File: config.mk
export PLATFORM = sky130hd
export DESIGN_NAME = mcut_gain_unit
export DESIGN_NICKNAME = d
export VERILOG_FILES = /design/src/rtl/core/maxcut_one_flip_local_search_assert.svh /design/src/rtl/core/mcut_pkg.sv /design/src/rtl/core/mcut_gain_unit.sv
export SDC_FILE = /design/constraint.sdc
export NUM_CORES = 1
export LEC_CHECK = 0
export BUFFER_PORTS_ARGS = -buffer_cell sky130_fd_sc_hd__clkbuf_2
export CORE_ASPECT_RATIO = 1.2
export CORE_UTILIZATION = 57
export DETAILED_ROUTE_END_ITERATION = 12
export PLACE_DENSITY_LB_ADDON = 0.12
export SLEW_MARGIN = 15
export SYNTH_ARGS = -nofsm -noshare
export SYNTH_HDL_FRONTEND = slang
export SYNTH_SLANG_ARGS = --single-unit
File: constraint.sdc
create_clock -name clk -period 4.6 [get_ports clk]
set_input_delay 0.23 -clock clk [delete_from_list [all_inputs] [get_ports clk]]
set_output_delay 0.23 -clock clk [all_outputs]
set_load 0.05 [all_outputs]
File: src/rtl/core/maxcut_one_flip_local_search_assert.svh
// ---------------------------------------------------------------------------
// Assertion macros for the max-cut one-flip local search block
// Same-cycle and next-cycle implication checks on clk, disabled in reset.
// ---------------------------------------------------------------------------
`ifndef MAXCUT_ONE_FLIP_LOCAL_SEARCH_ASSERT_SVH
`define MAXCUT_ONE_FLIP_LOCAL_SEARCH_ASSERT_SVH

// Check that cons holds in the same cycle as ante
`define MCUT_ASSERT_NOW(label, ante, cons, msg) \
  label: assert property (@(posedge clk) disable iff (!rst_n) (ante) |-> (cons)) \
    else $error(msg);

// Check that cons holds in the cycle after ante
`define MCUT_ASSERT_NEXT(label, ante, cons, msg) \
  label: assert property (@(posedge clk) disable iff (!rst_n) (ante) |=> (cons)) \
    else $error(msg);

`endif

File: src/rtl/core/mcut_pkg.sv
// ---------------------------------------------------------------------------
// mcut_pkg
// Shared types and constants of the max-cut one-flip local search block.
// ---------------------------------------------------------------------------
package mcut_pkg;

  // Default sizes
  localparam int MCUT_MAX_VERTICES = 256;
  localparam int MCUT_WEIGHT_BITS  = 16;

  // Fixed field widths
  localparam int MCUT_IDX_W     = 8;
  localparam int MCUT_EW_W      = 16;
  localparam int MCUT_VCOUNT_W  = 9;
  localparam int MCUT_CUT_W     = 32;
  localparam int MCUT_SWEEP_W   = 16;
  localparam int MCUT_IN_DATA_W = 40;
  localparam int MCUT_OUT_DATA_W = 56;

  localparam logic [MCUT_VCOUNT_W-1:0] MCUT_VCOUNT_RESET = 9'd256;
  localparam logic [MCUT_SWEEP_W-1:0]  MCUT_SWEEP_MAX    = 16'hFFFF;

  // Item function codes
  typedef enum logic [1:0] {
    FUNC_WR_WEIGHT = 2'd0,
    FUNC_WR_SIDE   = 2'd1,
    FUNC_RUN       = 2'd2,
    FUNC_RD_SIDE   = 2'd3
  } mcut_func_e_t;

  // Sequencer states
  typedef enum logic [3:0] {
    ST_IDLE,
    ST_RD,
    ST_V_START,
    ST_V_LATCH,
    ST_U_LOOP,
    ST_U_DRAIN,
    ST_V_END,
    ST_DONE
  } mcut_state_t;

  // Control of the shared accumulate unit
  typedef struct packed {
    logic clear;
    logic valid;
    logic cut_mode;
    logic side_v;
    logic side_u;
    logic u_gt_v;
    logic u_eq_v;
  } mcut_acc_ctl_t;

endpackage

File: src/rtl/core/mcut_gain_unit.sv
// ---------------------------------------------------------------------------
// mcut_gain_unit
// Shared add/subtract accumulator for one vertex row: cut share or flip gain.
// ---------------------------------------------------------------------------
module mcut_gain_unit import mcut_pkg::*; #(
  parameter int WEIGHT_BITS = MCUT_WEIGHT_BITS,
  parameter int ACC_BITS    = MCUT_WEIGHT_BITS + 9
) (
  input  logic                       clk,
  input  mcut_acc_ctl_t              ctl,
  input  logic signed [WEIGHT_BITS-1:0] weight,
  output logic signed [ACC_BITS-1:0] acc
);

  logic signed [ACC_BITS-1:0] acc_r;
  logic signed [ACC_BITS-1:0] acc_nxt;
  logic signed [ACC_BITS-1:0] weight_x;
  logic                       use_term;
  logic                       subtract;

  // Pick the term: cross pairs above the diagonal for the cut,
  // same side adds and other side subtracts for the gain
  always_comb begin
    weight_x = ACC_BITS'(weight);
    if (ctl.cut_mode) begin
      use_term = ctl.u_gt_v && (ctl.side_u != ctl.side_v);
      subtract = 1'b0;
    end else begin
      use_term = !ctl.u_eq_v;
      subtract = ctl.side_u != ctl.side_v;
    end
    if (ctl.clear) begin
      acc_nxt = '0;
    end else if (ctl.valid && use_term) begin
      acc_nxt = subtract ? (acc_r - weight_x) : (acc_r + weight_x);
    end else begin
      acc_nxt = acc_r;
    end
  end

  always_ff @(posedge clk) begin
    acc_r <= acc_nxt;
  end

  assign acc = acc_r;

endmodule

# == After elaboration in Yosys (flattened, before gate mapping) ==
# Index checks and enable logic that the tools add are counted.
# totals
reg_bits,25
out_inout_bits,25
in_bits,24
wordCells,10
# classes
n_mux,3
addsub,2
n_eq_ne,1
reduce_logical,3
# op_table
op,n
$add A25 B16 Y25,1
$mux W25,1
$sub A25 B16 Y25,1
$logic_and A1 B1 Y1,2
$mux W1,2
$logic_not A1 Y1,1
$ne A1 B1 Y1,1

# == Longest topological paths before layout ==
# logic_depth
word_depth,4
ltp_mapped,15
depth_no_buf,14

# == Worst setup path after synthesis ==
# No wires, ideal clock.
# synth_timing
kind,input to register
from,input port weight[5]
to,"register acc_r[24], in the netlist acc[24]"
path_buffers,1
required_ns,4.477
t_arrival_ns,3.533
setup_time_ns,0.123
path_stages,14
setup_slack_ns,0.943
path_cell_list,or4_4 -> nor3_1 -> nor4b_2 -> a21oi_1 -> xnor2_1 -> ha_1 -> buf_2 -> a21oi_1 -> o21ai_0 -> a311oi_1 -> nor2_1 -> a2111oi_4 -> mux2i_1 -> mux2_1
# synth_via
elab_chain_cells,2
elab_cells_between_ends,3
classes_between,add/sub (2); mux (1)
# synth_lines
item,line_no,text
from (decl),mcut_gain_unit.sv:11,"input logic signed [WEIGHT_BITS-1:0] weight,"
$add A25 B16 Y25 or $sub A25 B16 Y25 (tied branches),mcut_gain_unit.sv:35,acc_nxt = subtract ? (acc_r - weight_x) : (acc_r + weight_x);
$mux W25 *,mcut_gain_unit.sv:35,
to (signal assigned),mcut_gain_unit.sv:42,acc_r <= acc_nxt;
to (decl),mcut_gain_unit.sv:15,logic signed [ACC_BITS-1:0] acc_r;
# Every way passes the cells marked *; elsewhere a longest branch is shown, timed or not.
# A chain may end at the register's enable or synchronous reset.

# == Worst setup path in the final report ==
# Ends and elaborated chain as after synthesis.

==> results.toml <==
[route]
routed_via_density = 6.11
drtAntennaViolNets = 0
drcViolationCount = 0
drt_first_pass_iters = 4
wl_per_cell_um = 15.8
drt-initial-drc-count = 110
finalWirelength_um = 6910
total_vias_in_the_final_route = 2669

[sta]
fin_crit_sh = 0.828
rsz_0062_raised_after_global_routing = "no"
finalClockSkew_ps = 3.35
setup_violations = 0
finalMaxSlewViolations = 0
timing_worst_slew_pin_value_ps = 906
tns_ps = 0
slew_headroom = 0.396
max_freq_mhz = 263
setup_slack_ps = 793
final.hold.worst_slack_ps = 363
period_needed_ps = 3810
timing_hold_violations_final = 0

[logic_synthesis]
mappedNetlistArea_sq_um = 2610
synthCells = 343
number_of_enable_flip_flop_cells_after_synthesis = 0
synth_xor_xnor_area_share = 0.0972
compound_gate_fraction_of_synth_area = 0.259
synth_nets = 393
asyncSetResetFlopFracSynth = 0
avgSynthCellArea_sq_um = 7.62
yosys.cell_types.count = 54
ys_ff_latch = 25
post_synth_fa_ha_maj_area_fraction = 0.127
synth_top_flop_cell = "dfxtp_1"
yosysWarningCount = 0
main_combinational_cell_family_by_area_after_synthesis = "compound AO/OA/AOI/OAI gates"
synth_simple_gate_area_frac = 0.255
yosys-mux-area-fraction = 0.0311
synth_sequential_area_ratio = 0.191

[worst_setup_path]
reg2reg_to = "acc[24]"
reg2reg_from = "acc[0]"
reg2reg_depth = 11
critical_path_arrival_ps = 3980
critPathKind = "input port to flip-flop"
timing.critical_path.slowest_cell_delay_ps = 570
worst-path-max-fanout = 9
critical-path-top-cell-by-count = "a21oi_1"
crit_path_start_kind = "input port"
crit_start = "weight[5]"
crit_slowest_cell = "or4_4"
worst-endpoint-required_ps = 4780
worst_path_dominant_cell_family = "simple AND/OR/NAND/NOR gates"
regToRegSetupSlack_ps = 1860
timing.critical_path.cells = "clkbuf_2 > or4_4 > nor3_1 > nor4b_2 > a21oi_1 > xnor2_1 > ha_1 > a21oi_1 > o21ai_0 > a311oi_1 > nor2_1 > a2111oi_4 > mux2i_1 > mux2_1"
critical_path.n_buffers_inverters = 1
setup_crit_end_kind = "flip-flop"

[pwr]
power_leakage_nw = 1.35
power_density_nw_per_um2 = 285
ir_drop_v = 0.000148

[die]
rows = 26
core_area_sq_um = 4330
die_h_um = 76.2
start_util = 0.604
floorplan.io_pins = 49
die_x_um = 63.8
die_area_sq_um = 4860

[global_route]
vias_in_the_first_global_route = 2541
grt_start_max_net_pins = 40
antenna_violations_before_repair = 0
grt_pass1_wl_um = 11500
globalRoute.totalOverflow = 0
globalRouteTotalUtil = 0.293

[hold_path]
hold-path-cell-count = 3
timing.hold.worst.class = "input port to flip-flop"
holdPathEnd = "acc[0]"
hp-start = "weight[0]"

[clocking]
cts_sinks = 25
postCtsSetupBuffers = 0
cts_inserted_buffers = 3
cts_resized = 0
clock_insertion_delay_worst_skew_ps = 280
cts_tree = "built"
clockRootBuffer = "clkbuf_8"
cts.reportedPaths.clkPinSlew_ps = 100
clock_tree.htree_level_count = 1
post_cts_hold_buffer_count = 0
cts_max_path_buffers = 2

[placement]
placement.io_buffers = 48
routability_congestion = 0.900
cell_count_post_placement = 433
dp_slack_ps = 503
post-dp-hpwl_um = 5280

[final_layout]
synthesis_to_finish_area_growth_pct = 12.0
nNetsFinal = 432
drive_above_1_share = 0.173
layout.cells.non_filler = 437
fill_cells = 392
largest_register_ff_count = 25
diodes = 0

[flow_run]
max_cap_viol_count = 0

[status]
run_status = "complete, no violations"
==> tightest hold or removal path, cell delays in order <==
cell and delay (ps):
clkbuf_2 160, ha_1 150, a211oi_1 60
==> synth_stat cells, drive strengths merged (3+ instances only) <==
library cell	instances	share of area
a21oi	42	0.085
nand2	39	0.056
dfxtp	25	0.19
ha	25	0.12
nor2	24	0.034
xnor2	23	0.077
o21ai	22	0.042
clkbuf	13	0.019
a31oi	11	0.026
inv	10	0.014
a21o	9	0.026
nor3	9	0.019
nand3b	8	0.023
mux2i	7	0.027
nand3	7	0.013
or4	6	0.019
xor2	6	0.020
nand4b	5	0.017
and3	4	0.0096
nand2b	4	0.0096
nor2b	4	0.0096
nor4	4	0.015
o21a	4	0.011
a211oi	3	0.011
buf	3	0.0057
==> metrics by stage <==
stage / total power, mW / cell area (sq um) / util
2_1_floorplan: 0.592 / 2610 / -
3_3_place_gp: 0.689 / 2880 / 0.666
3_5_place_dp: 0.693 / 2880 / 0.666
4_1_cts: 0.833 / 2930 / 0.677
5_1_grt: 0.890 / 2930 / 0.677
6_report: 0.833 / 2930 / 0.677
==> metal layers <==
layer  vias up  track usage  wire [um]
li1       1343            -          -
met1      1247        0.361       3080
met2        68        0.521       3420
met3        11       0.0269        312
met4         0       0.0955        106
met5         -            0          0
==> logic make-up after synthesis <==
logic type,Yosys count
AOI/OAI and AO/OA,106
xor gates and xnor gates,29
adders and majority gates,26
buffers and inverters,26
DFF,25
muxes,8
and+or+nand+nor,123
==> where the power goes <==
part	internal, mW	total, mW	switching (mW)
clock	0.0610	0.141	0.0799
sequential	0.235	0.251	0.0160
combinational	0.156	0.441	0.286
total	0.452	0.833	0.382
==> cell type report <==
type	instances	area [sq um]	share of cell area
well taps	56	70.1	0.0239
repair buffers	50	255	0.0872
clock inverters	1	5.00	0.00171
inverters	10	37.5	0.0128
multi-input cells	292	2020	0.689
flip-flops and latches	25	500	0.171
clock buffers	3	41.3	0.0141
==> cells in the final DEF, fill, tap and decap left out, drive strengths merged, types with 5 or more instances in the layout <==
cell    instances
or4             6
nor2           24
xor2            6
nand3b          8
xnor2          23
ha             25
nor3            9
inv            10
o21ai          22
a21o            9
clkbuf         51
a31oi          11
nand2          39
a21oi          42
nand4b          5
mux2i           7
nand3           7
dfxtp          25
==> worst max path at each step <==
stage,end,slack [ps],cells past startpoint
3_5_place_dp,acc[24],500,14
4_1_cts,acc[24],810,14
6_report,acc[24],790,14
3_3_place_gp,acc[24],660,14
2_1_floorplan,acc[24],940,14
5_1_grt,acc[24],520,14
No activity file was read; power rests on OpenSTA's default activity.
